<file path="config.mk">
export PLATFORM = sky130hd
export DESIGN_NAME = uart_8e1_with_rx_fifo_unit
export DESIGN_NICKNAME = d
export VERILOG_FILES = /design/src/hdl/uart8e1_pkg.sv /design/src/hdl/uart_8e1_with_rx_fifo_unit.sv /design/src/hdl/uart8e1_ram.sv /design/src/hdl/uart8e1_rx.sv /design/src/hdl/uart8e1_tx.sv
export VERILOG_INCLUDE_DIRS = /design/src /design/src/hdl
export SDC_FILE = /design/constraint.sdc
export NUM_CORES = 1
export LEC_CHECK = 0
export BUFFER_PORTS_ARGS = -buffer_cell sky130_fd_sc_hd__clkbuf_2
export CORE_MARGIN = 3
export CORE_UTILIZATION = 35
export CTS_CLUSTER_SIZE = 40
export DETAILED_ROUTE_END_ITERATION = 10
export SLEW_MARGIN = 20
export SYNTH_ARGS = -nofsm -noshare
export SYNTH_HDL_FRONTEND = slang
export SYNTH_SLANG_ARGS = --single-unit
</file>
<file path="constraint.sdc">
create_clock -name clk -period 8.65 [get_ports clk]
set_input_delay 1.73 -clock clk [delete_from_list [all_inputs] [get_ports clk]]
set_output_delay 1.73 -clock clk [all_outputs]
set_load 0.01 [all_outputs]
</file>
<file path="src/hdl/uart_8e1_with_rx_fifo_unit_assert.svh">
// Assertion macros for the UART 8E1 unit with receive ring.
`ifndef UART_8E1_WITH_RX_FIFO_UNIT_ASSERT_SVH
`define UART_8E1_WITH_RX_FIFO_UNIT_ASSERT_SVH
`ifndef SYNTHESIS
// same-cycle implication
`define U8_ASSERT_IMPLY(label, clk, rst_n, pre, post) \
	label: assert property (@(posedge clk) disable iff (!rst_n) (pre) |-> (post)) \
		else $error("uart8e1: same-cycle check failed");
// next-cycle implication
`define U8_ASSERT_NEXT(label, clk, rst_n, pre, post) \
	label: assert property (@(posedge clk) disable iff (!rst_n) (pre) |=> (post)) \
		else $error("uart8e1: next-cycle check failed");
`else
`define U8_ASSERT_IMPLY(label, clk, rst_n, pre, post)
`define U8_ASSERT_NEXT(label, clk, rst_n, pre, post)
`endif
`endif

</file>
<file path="src/hdl/uart8e1_pkg.sv">
// Shared constants and types for the UART 8E1 unit with receive ring.
package uart8e1_pkg;

	// receive ring geometry
	localparam int RING_DEPTH = 64;
	localparam int RING_AW    = (RING_DEPTH > 1) ? $clog2(RING_DEPTH) : 1;
	localparam int RX_COUNT_W = 6;

	// serial frame
	localparam int TX_FRAME_BITS = 11;
	localparam logic [15:0] BIT_TICKS_RESET = 16'd16;

	// register index (paddr[2])
	localparam logic REG_BIT_TICKS = 1'b0;

	// command codes
	localparam logic [2:0] CMD_NONE  = 3'd0;
	localparam logic [2:0] CMD_POP   = 3'd1;
	localparam logic [2:0] CMD_PEEK  = 3'd2;
	localparam logic [2:0] CMD_FLUSH = 3'd3;
	localparam logic [2:0] CMD_SEND  = 3'd4;

	// receiver to ring control
	typedef struct packed {
		logic       done;
		logic [7:0] data;
	} rx_store_t;

	// transmitter status for this tick
	typedef struct packed {
		logic level;
		logic busy;
	} tx_status_t;

endpackage

</file>
<file path="src/hdl/uart_8e1_with_rx_fifo_unit.sv">
// Top level: UART 8E1 transceiver with receive ring in RAM and result register.
//
//  channel   handshake                    payload
//  item      item_valid / item_stall      rx_level, cmd, tx_byte
//  result    result_valid / result_stall  tx_level, rx_byte, rx_byte_valid,
//                                         rx_count, overflow_flag, tx_busy
//  config    APB psel/penable/pwrite      paddr, pwdata, prdata, pready
//
// One item per cycle unless stalled; its result appears in the cycle after
// it, with ring data from the RAM's registered port (same-tick store forwarded).
// item_stall is high only while a result is held under result_stall.
// Reset is asynchronous, active low; no clearing pass, ring RAM is not reset.
module uart_8e1_with_rx_fifo_unit (
	input  logic        clk,
	input  logic        arst_n,
	// item channel
	input  logic        item_valid,
	output logic        item_stall,
	input  logic        rx_level,
	input  logic [2:0]  cmd,
	input  logic [7:0]  tx_byte,
	// result channel
	output logic        result_valid,
	input  logic        result_stall,
	output logic        tx_level,
	output logic [7:0]  rx_byte,
	output logic        rx_byte_valid,
	output logic [5:0]  rx_count,
	output logic        overflow_flag,
	output logic        tx_busy,
	// configuration
	input  logic        psel,
	input  logic        penable,
	input  logic        pwrite,
	input  logic [2:0]  paddr,
	input  logic [31:0] pwdata,
	output logic [31:0] prdata,
	output logic        pready
);

	`include "uart_8e1_with_rx_fifo_unit_assert.svh"

	localparam int AW   = uart8e1_pkg::RING_AW;
	localparam int CntW = uart8e1_pkg::RING_AW + 1;
	localparam logic [AW-1:0] RingLast = AW'(uart8e1_pkg::RING_DEPTH - 1);

	function automatic logic [AW-1:0] ring_inc(input logic [AW-1:0] p);
		ring_inc = (p == RingLast) ? '0 : p + AW'(1);
	endfunction

	logic [15:0] bit_ticks_q;
	logic [AW-1:0] head_q, tail_q, head_d, tail_d, tail_a, tail_inc;
	logic overflow_q;
	logic accept, we, hit, is_read, fwd;
	logic [CntW-1:0] fill;
	logic [7:0] ram_rdata;
	uart8e1_pkg::rx_store_t  store;
	uart8e1_pkg::tx_status_t tx_st;

	// result register
	logic       valid_s1, tx_level_s1, rx_valid_s1, fwd_s1, overflow_s1, tx_busy_s1;
	logic [7:0] fwd_byte_s1;
	logic [5:0] rx_count_s1;

	// handshake
	assign item_stall = valid_s1 & result_stall;
	assign accept     = item_valid & ~item_stall;

	// APB register
	assign pready = 1'b1;
	assign prdata = (paddr[2] == uart8e1_pkg::REG_BIT_TICKS) ? {16'd0, bit_ticks_q} : 32'd0;

	always_ff @(posedge clk or negedge arst_n) begin
		if (!arst_n) begin
			bit_ticks_q <= uart8e1_pkg::BIT_TICKS_RESET;
		end else if (psel && penable && pwrite && pready
				&& (paddr[2] == uart8e1_pkg::REG_BIT_TICKS)) begin
			bit_ticks_q <= pwdata[15:0];
		end
	end

	uart8e1_rx u_rx (
		.clk      (clk),
		.arst_n   (arst_n),
		.step     (accept),
		.rx_level (rx_level),
		.bit_ticks(bit_ticks_q),
		.store    (store)
	);

	uart8e1_tx u_tx (
		.clk      (clk),
		.arst_n   (arst_n),
		.step     (accept),
		.send     (cmd == uart8e1_pkg::CMD_SEND),
		.tx_byte  (tx_byte),
		.bit_ticks(bit_ticks_q),
		.status   (tx_st)
	);

	// ring control: receiver store first, then pop/peek/flush
	always_comb begin
		tail_inc = ring_inc(tail_q);
		we       = accept && store.done && (tail_inc != head_q);
		tail_a   = we ? tail_inc : tail_q;
		is_read  = (cmd == uart8e1_pkg::CMD_POP) || (cmd == uart8e1_pkg::CMD_PEEK);
		hit      = is_read && (head_q != tail_a);
		fwd      = we && (tail_q == head_q);
		head_d   = head_q;
		tail_d   = tail_a;
		if (cmd == uart8e1_pkg::CMD_FLUSH) begin
			head_d = '0;
			tail_d = '0;
		end else if (hit && (cmd == uart8e1_pkg::CMD_POP)) begin
			head_d = ring_inc(head_q);
		end
		if (tail_d >= head_d) begin
			fill = {1'b0, tail_d} - {1'b0, head_d};
		end else begin
			fill = {1'b0, tail_d} + CntW'(uart8e1_pkg::RING_DEPTH) - {1'b0, head_d};
		end
	end

	uart8e1_ram #(
		.WIDTH(8),
		.DEPTH(uart8e1_pkg::RING_DEPTH)
	) u_ring (
		.clk  (clk),
		.we   (we),
		.waddr(tail_q),
		.wdata(store.data),
		.re   (accept),
		.raddr(head_q),
		.rdata(ram_rdata)
	);

	// pointers and sticky overflow
	always_ff @(posedge clk or negedge arst_n) begin
		if (!arst_n) begin
			head_q     <= '0;
			tail_q     <= '0;
			overflow_q <= 1'b0;
		end else if (accept) begin
			head_q <= head_d;
			tail_q <= tail_d;
			if (store.done && !we) begin
				overflow_q <= 1'b1;
			end
		end
	end

	// result valid
	always_ff @(posedge clk or negedge arst_n) begin
		if (!arst_n) begin
			valid_s1   <= 1'b0;
			tx_busy_s1 <= 1'b0;
		end else if (accept) begin
			valid_s1   <= 1'b1;
			tx_busy_s1 <= tx_st.busy;
		end else if (!result_stall) begin
			valid_s1 <= 1'b0;
		end
	end

	// result payload
	always_ff @(posedge clk) begin
		if (accept) begin
			tx_level_s1 <= tx_st.level;
			rx_valid_s1 <= hit;
			fwd_s1      <= fwd;
			fwd_byte_s1 <= store.data;
			rx_count_s1 <= 6'(fill);
			overflow_s1 <= overflow_q | (store.done & ~we);
		end
	end

	assign result_valid  = valid_s1;
	assign tx_level      = tx_level_s1;
	assign rx_byte_valid = rx_valid_s1;
	assign rx_byte       = rx_valid_s1 ? (fwd_s1 ? fwd_byte_s1 : ram_rdata) : 8'd0;
	assign rx_count      = rx_count_s1;
	assign overflow_flag = overflow_s1;
	assign tx_busy       = tx_busy_s1;

	// checks
	`U8_ASSERT_NEXT(a_ovf_sticky, clk, arst_n, overflow_q, overflow_q)
	`U8_ASSERT_NEXT(a_flush_empty, clk, arst_n, accept && (cmd == uart8e1_pkg::CMD_FLUSH), valid_s1 && (rx_count_s1 == 6'd0) && !rx_valid_s1)
	`U8_ASSERT_NEXT(a_send_busy, clk, arst_n, accept && (cmd == uart8e1_pkg::CMD_SEND), valid_s1 && tx_busy_s1)
	`U8_ASSERT_IMPLY(a_stall_held, clk, arst_n, item_stall, valid_s1 && !accept)

endmodule

</file>
<file path="src/hdl/uart8e1_ram.sv">
// Generic single-port-write, single-port-read RAM with registered read.
module uart8e1_ram #(
	parameter int WIDTH = 8,
	parameter int DEPTH = 64,
	localparam int AW = (DEPTH > 1) ? $clog2(DEPTH) : 1
) (
	input  logic             clk,
	input  logic             we,
	input  logic [AW-1:0]    waddr,
	input  logic [WIDTH-1:0] wdata,
	input  logic             re,
	input  logic [AW-1:0]    raddr,
	output logic [WIDTH-1:0] rdata
);

	logic [WIDTH-1:0] mem_q [DEPTH];

	// write port
	always_ff @(posedge clk) begin
		if (we) begin
			mem_q[waddr] <= wdata;
		end
	end

	// registered read, holds when not enabled
	always_ff @(posedge clk) begin
		if (re) begin
			rdata <= mem_q[raddr];
		end
	end

endmodule

</file>
<file path="src/hdl/uart8e1_rx.sv">
// UART receiver: start detect, half-bit centering, 8 data samples, tail skip.
module uart8e1_rx (
	input  logic                   clk,
	input  logic                   arst_n,
	input  logic                   step,
	input  logic                   rx_level,
	input  logic [15:0]            bit_ticks,
	output uart8e1_pkg::rx_store_t store
);

	typedef enum logic [3:0] {
		PH_IDLE = 4'b0001,
		PH_HALF = 4'b0010,
		PH_DATA = 4'b0100,
		PH_TAIL = 4'b1000
	} rx_phase_t;

	rx_phase_t   phase_q, phase_d;
	logic [16:0] cnt_q, cnt_d, cnt_inc;
	logic [2:0]  idx_q, idx_d;
	logic [7:0]  shift_q, shift_d;
	logic        done;

	assign cnt_inc = cnt_q + 17'd1;

	// next-state logic for one tick
	always_comb begin
		phase_d = phase_q;
		cnt_d   = cnt_q;
		idx_d   = idx_q;
		shift_d = shift_q;
		done    = 1'b0;
		unique case (phase_q)
			PH_IDLE: begin
				if (!rx_level) begin
					phase_d = PH_HALF;
					cnt_d   = 17'd0;
				end
			end
			PH_HALF: begin
				cnt_d = cnt_inc;
				if (cnt_inc >= {2'b00, bit_ticks[15:1]}) begin
					phase_d = PH_DATA;
					cnt_d   = 17'd0;
					idx_d   = 3'd0;
				end
			end
			PH_DATA: begin
				cnt_d = cnt_inc;
				if (cnt_inc >= {1'b0, bit_ticks}) begin
					shift_d[idx_q] = rx_level;
					cnt_d          = 17'd0;
					if (idx_q == 3'd7) begin
						phase_d = PH_TAIL;
					end else begin
						idx_d = idx_q + 3'd1;
					end
				end
			end
			PH_TAIL: begin
				cnt_d = cnt_inc;
				if (cnt_inc >= {bit_ticks, 1'b0}) begin
					done    = 1'b1;
					phase_d = PH_IDLE;
					cnt_d   = 17'd0;
				end
			end
			default: begin
				phase_d = PH_IDLE;
				cnt_d   = 17'd0;
			end
		endcase
	end

	assign store.done = done;
	assign store.data = shift_q;

	// state registers advance once per accepted tick
	always_ff @(posedge clk or negedge arst_n) begin
		if (!arst_n) begin
			phase_q <= PH_IDLE;
			cnt_q   <= 17'd0;
			idx_q   <= 3'd0;
			shift_q <= 8'd0;
		end else if (step) begin
			phase_q <= phase_d;
			cnt_q   <= cnt_d;
			idx_q   <= idx_d;
			shift_q <= shift_d;
		end
	end

endmodule

</file>
<file path="src/hdl/uart8e1_tx.sv">
// UART transmitter: 8E1 frame shifter with bit timer.
module uart8e1_tx (
	input  logic                    clk,
	input  logic                    arst_n,
	input  logic                    step,
	input  logic                    send,
	input  logic [7:0]              tx_byte,
	input  logic [15:0]             bit_ticks,
	output uart8e1_pkg::tx_status_t status
);

	logic [uart8e1_pkg::TX_FRAME_BITS-1:0] shift_q, shift_d, shift_a;
	logic [15:0] cnt_q, cnt_d, cnt_a, cnt_inc;
	logic [3:0]  left_q, left_d, left_a;
	logic        busy;

	// load a frame when idle, then drive and time the current bit
	always_comb begin
		shift_a = shift_q;
		cnt_a   = cnt_q;
		left_a  = left_q;
		if (send && (left_q == 4'd0)) begin
			shift_a = {1'b1, ^tx_byte, tx_byte, 1'b0};
			left_a  = 4'(uart8e1_pkg::TX_FRAME_BITS);
			cnt_a   = 16'd0;
		end
		busy    = (left_a != 4'd0);
		cnt_inc = cnt_a + 16'd1;
		shift_d = shift_a;
		cnt_d   = cnt_a;
		left_d  = left_a;
		if (busy) begin
			cnt_d = cnt_inc;
			if (cnt_inc >= bit_ticks) begin
				cnt_d   = 16'd0;
				shift_d = {1'b1, shift_a[uart8e1_pkg::TX_FRAME_BITS-1:1]};
				left_d  = left_a - 4'd1;
			end
		end
	end

	assign status.busy  = busy;
	assign status.level = busy ? shift_a[0] : 1'b1;

	always_ff @(posedge clk or negedge arst_n) begin
		if (!arst_n) begin
			shift_q <= '1;
			cnt_q   <= 16'd0;
			left_q  <= 4'd0;
		end else if (step) begin
			shift_q <= shift_d;
			cnt_q   <= cnt_d;
			left_q  <= left_d;
		end
	end

endmodule

</file>
==> results.md <==
Setup path:
- The capturing element of the worst setup path is rx_count[5]$_DFFE_PP_.
- The endpoint kind of the worst setup timing path is a flip-flop.
- The number of cells traversed by the worst register-to-register path is 24.
- The launch point of the worst reg-to-reg path is u_rx.cnt_q[0]$_DFFE_PN0P_.
- The required time of the critical path is 8.98 ns.
- The cell with the biggest individual delay on the critical path is a21oi_1.
- The worst register-to-register path has a setup slack of 1.80 ns.
- The category of the most critical setup path is flip-flop to flip-flop.
- The origin of the worst setup path is u_rx.cnt_q[0]$_DFFE_PN0P_.
- The startpoint type of the worst setup path is a flip-flop.
- Traced cell by cell, the critical path runs through ha_1 > and3_1 > and3_1 > and2_0 > and3_1 > nand3_1 > xnor2_1 > ha_1 > nand4_1 > nor3_2 > o211ai_1 > a31o_1 > a21oi_1 > a21oi_1 > a21oi_1 > a21oi_4 > mux2i_1 > or2_1 > ha_1 > a21o_1 > a21oi_1 > o21bai_1 > a21oi_1 > xnor2_1.
- The worst register-to-register path ends at rx_count[5]$_DFFE_PP_.
- The largest fanout on the critical path is 13.
- The endpoint arrival time on the critical path is 7.18 ns.
- The delay of the slowest critical-path stage is 0.80 ns.
- The dominant cell type by count on the critical path is a21oi_1.

Timing:
- Clock skew on the completed layout was measured at 0.0450 ns.
- Setup repair after global routing left no endpoint under its margin.
- The sum of negative setup slack is 0 ns.
- The final period demand of the worst path is 6.85 ns.
- The normalized max-slew margin is 27.5%.
- The count of final max-slew check failures is 0.
- The hold violation count in the final report was 0.
- Setup violations remaining at the end of the flow were counted as 0.
- The worst-margin pin slew is 1.09 ns.
- The worst path uses 79.2% of the clock period.
- Static timing analysis puts the maximum clock frequency at 0.146 GHz.

Drt:
- For this run, design rule violations remaining after detail routing come to 0.
- The average via count per standard cell is 5.37.
- The number of nets still failing antenna checks after routing is 0.
- The total via count after detailed routing is 15700.
- The violation count after the first detailed-route iteration is 1533.
- The total detailed-routing wirelength is 65.5 mm.
- The number of detailed-routing iterations run before antenna repair is 5.
- Dividing the detail-routed wire length by the instance count gives 22.5 um.

Run:
- The count of maximum capacitance violations is 0.

Synth:
- The most area-hungry cell type in the Yosys netlist is edfxtp_1.
- The most frequently used flop master after synthesis is edfxtp_1.
- Of all flip-flops after synthesis, the portion carrying an async set or reset was 14.9%.
- In the synthesized netlist, the number of instances is 1721.
- The most common cell in the synthesized netlist is edfxtp_1.
- For this run, the number of Yosys warnings is 0.
- The synthesized area per cell is 16.3 um2.
- The post-synthesis sequential element count is 632.
- The sequential element share of the synthesized area is 65.9%.
- The count of different cell masters after synthesis is 81.
- By area the synthesized netlist is led by edfxtp_1, mux4_2, dfrtp_1, ha_1, nand2_1.
- The commonest cells after synthesis are edfxtp_1, mux4_2, nand2_1.
- In this run, synthesis inferred 538 flip-flops with an integrated enable.
- Summing every instance area after synthesis gives 28100 um2.
- The share of Yosys cell area claimed by the top area cell type is 57.5%.

Global route:
- The via count of the first global-routing pass is 15600.
- Global routing used 15.8% of the available tracks across all layers.
- The total overflow left after global routing is 0.
- The initial antenna violation count is 1.
- The first global-routing pass estimated 99.3 mm of wire.
- Entering global routing, the biggest net connects 69 pins.

Power and ir drop:
- The peak supply drop is 124 uV.
- The analysis attributes to net switching a power of 2.03 mW.
- The power density over cell area is 239 nW/um2.
- The clock share of power is 37.4%.
- The sequential share of power is 46.2%.
- The power share of the combinational group is 16.3%.
- The switching share of power is 26.7%.
- The leakage power figure is 10.1 nW.
- The total internal power is 5.58 mW.

Final layout:
- The area growth from synthesis to layout is 13.4%.
- The antenna diode instance count is 0.
- The number of standard cells in the layout, taps in and fillers out is 2915.
- The layout net count is 1943.
- The fraction of layout instances using a drive strength above 1 is 24.0%.

Outcome:
- The flow ran to the end, and the final reports show no timing, DRC or antenna violations.

Clocking:
- The number of hold buffers added after CTS was 0.
- In this run the clock root is driven by a clkbuf_16.
- The maximum clock path buffer count is 3.
- CTS saw 632 sinks.
- The clock insertion delay at the later pin of the skew report is 0.62 ns.
- TritonCTS built the clock tree.
- Post-CTS repair changed the size of 0 cells.
- After clock tree synthesis, the setup repair step added 0 buffers.
- CTS built an H-tree with a depth of 3.
- TritonCTS created 70 clock buffers.
- The clock input transition at the sequential cells of the worst setup and hold paths is 0.06 ns.

Place:
- During placement, the flow inserted port buffers numbering 71.
- The HPWL after detailed placement is 40.9 mm.
- The total placed cells including tap cells is 2791.
- The congestion estimate from routability-driven global placement came to 0.826.

Worst hold path:
- The type of the most critical hold path is flip-flop to flip-flop.

Floorplanning:
- The row count is 103.
- For this configuration, the core starts out at a cell density of 35.5%.
- The floorplan step defined a core boundary enclosing 79300 um2.
- The die span in x is 289 um.
- The top-level I/O count is 107.
- The die is 289 um tall.
- The overall die area is 83700 um2.
==> routing by layer <==
metal / vias up / part of all wire (%) / global-route usage, %
met5: - / 0.018 / 0
met4: 2 / 2.0 / 3.89
met3: 111 / 6.6 / 2.65
met2: 562 / 48 / 25.5
met1: 8066 / 44 / 22.4
li1: 6924 / - / -
==> power groups by stage <==
stage               registers, mW  logic, mW  clock network (mW)
finish                       3.52       1.24                2.85
global route                 3.54       1.37                3.05
CTS                          3.52       1.26                2.92
detailed placement           3.58       1.25                   0
global placement             3.58       1.24                   0
floorplan                    3.52      0.974                   0
==> area by class of cell <==
type / instances / area, um2
fillers: 7149 / 47400
flip-flops and latches: 632 / 18500
multi-input cells: 968 / 9080
clock buffers: 86 / 1820
well taps: 1050 / 1310
repair buffers: 100 / 576
clock inverters: 38 / 379
inverters: 41 / 154
==> cells in the final DEF, fill, tap and decap left out, types with 5 or more instances in the layout <==
master,netlist,routed
o31ai_1,9,8
xor2_1,17,17
clkbuf_16,0,70
mux2_2,34,34
nand2b_1,10,10
mux2i_1,16,16
a22o_1,6,6
ha_1,75,75
nand2_1,133,133
xnor2_1,32,32
a21o_1,16,16
conb_1,2,17
and3_1,13,13
a211oi_1,8,7
nor4b_1,5,5
mux4_2,168,168
clkbuf_1,48,15
buf_4,20,30
inv_2,4,5
nand3_1,27,27
nand3b_1,7,7
o22ai_1,11,11
nor2_1,126,126
o21ai_0,54,54
and2_1,8,8
or3_1,5,5
nor2b_1,16,16
dfrtp_1,81,71
clkinv_1,0,14
nand4_1,16,16
dfrtp_2,0,8
clkinv_2,0,10
edfxtp_1,538,538
inv_1,37,36
a21oi_1,46,46
o21a_1,5,5
clkbuf_2,0,70
nor3_1,9,9
nor4_1,15,12
dfstp_2,13,13
==> stage by stage <==
step                      util [%]  setup WS (ns)  area (um2)  power, mW  hold slack, ns
after floorplan                  -           2.84       28200       4.50           0.444
after global placement        37.4           1.74       29600       4.81           0.463
after detailed placement      37.4           1.63       29700       4.84           0.475
after CTS                     40.2           1.81       31900       7.70           0.486
after global routing          40.2           1.23       31900       7.96           0.505
final                         40.2           1.80       31900       7.61           0.481
==> state kept, by name (all words and copies together), names as in the netlist <==
name           flops
overflow_q         1
tx_level           1
bit_ticks_q       16
u_tx.left_q        4
u_rx.cnt_q        17
u_ring.rdata       8
u_tx.shift_q      11
rx_count           6
u_rx.idx_q         3
u_tx.cnt_q        16
head_q             6
tx_busy            1
u_ring.mem_q     512
rx_byte_valid      1
fwd_byte_s1        8
u_rx.phase_q       4
result_valid       1
u_rx.shift_q       8
tail_q             6
overflow_flag      1
fwd_s1             1
==> worst min path at each step <==
stage                                start                           to  slack [ns]  depth (start not counted)
2_1_floorplan       overflow_q$_DFFE_PN0P_       overflow_q$_DFFE_PN0P_        0.44                          1
6_report       u_tx.shift_q[0]$_DFFE_PN1P_  u_tx.shift_q[0]$_DFFE_PN1P_        0.48                          2
3_3_place_gp           tx_busy$_DFFE_PN0P_          tx_busy$_DFFE_PN0P_        0.46                          2
4_1_cts        u_tx.shift_q[0]$_DFFE_PN1P_  u_tx.shift_q[0]$_DFFE_PN1P_        0.49                          2
3_5_place_dp   u_tx.shift_q[0]$_DFFE_PN1P_  u_tx.shift_q[0]$_DFFE_PN1P_        0.47                          2
5_1_grt             overflow_q$_DFFE_PN0P_       overflow_q$_DFFE_PN0P_        0.51                          1
==> worst max-delay path, delay by kind of cell (launching register included) <==
kind / cells / cell delay [ns]
flip-flops: 1 / 0.48
AO/OA/AOI/OAI: 10 / 2.83
AND/OR/NAND/NOR: 8 / 1.81
XOR/XNOR: 2 / 0.48
multiplexers: 1 / 0.16
adder cells (fa/ha/maj): 3 / 0.78
==> logic make-up (layout without fill, tap and decap cells) <==
logic type	Yosys count	after routing	synth area share, %
AO/OA/AOI/OAI	203	203	4.79
XOR/XNOR	50	50	1.58
adder cells (fa/ha/maj)	76	76	3.41
buffers and inverters	136	265	2.15
flip-flops	632	632	65.9
multiplexers	218	218	15.4
other	2	17	0.0267
AND/OR/NAND/NOR	404	404	6.74
Note: power is estimated with default switching activity, not from simulation.
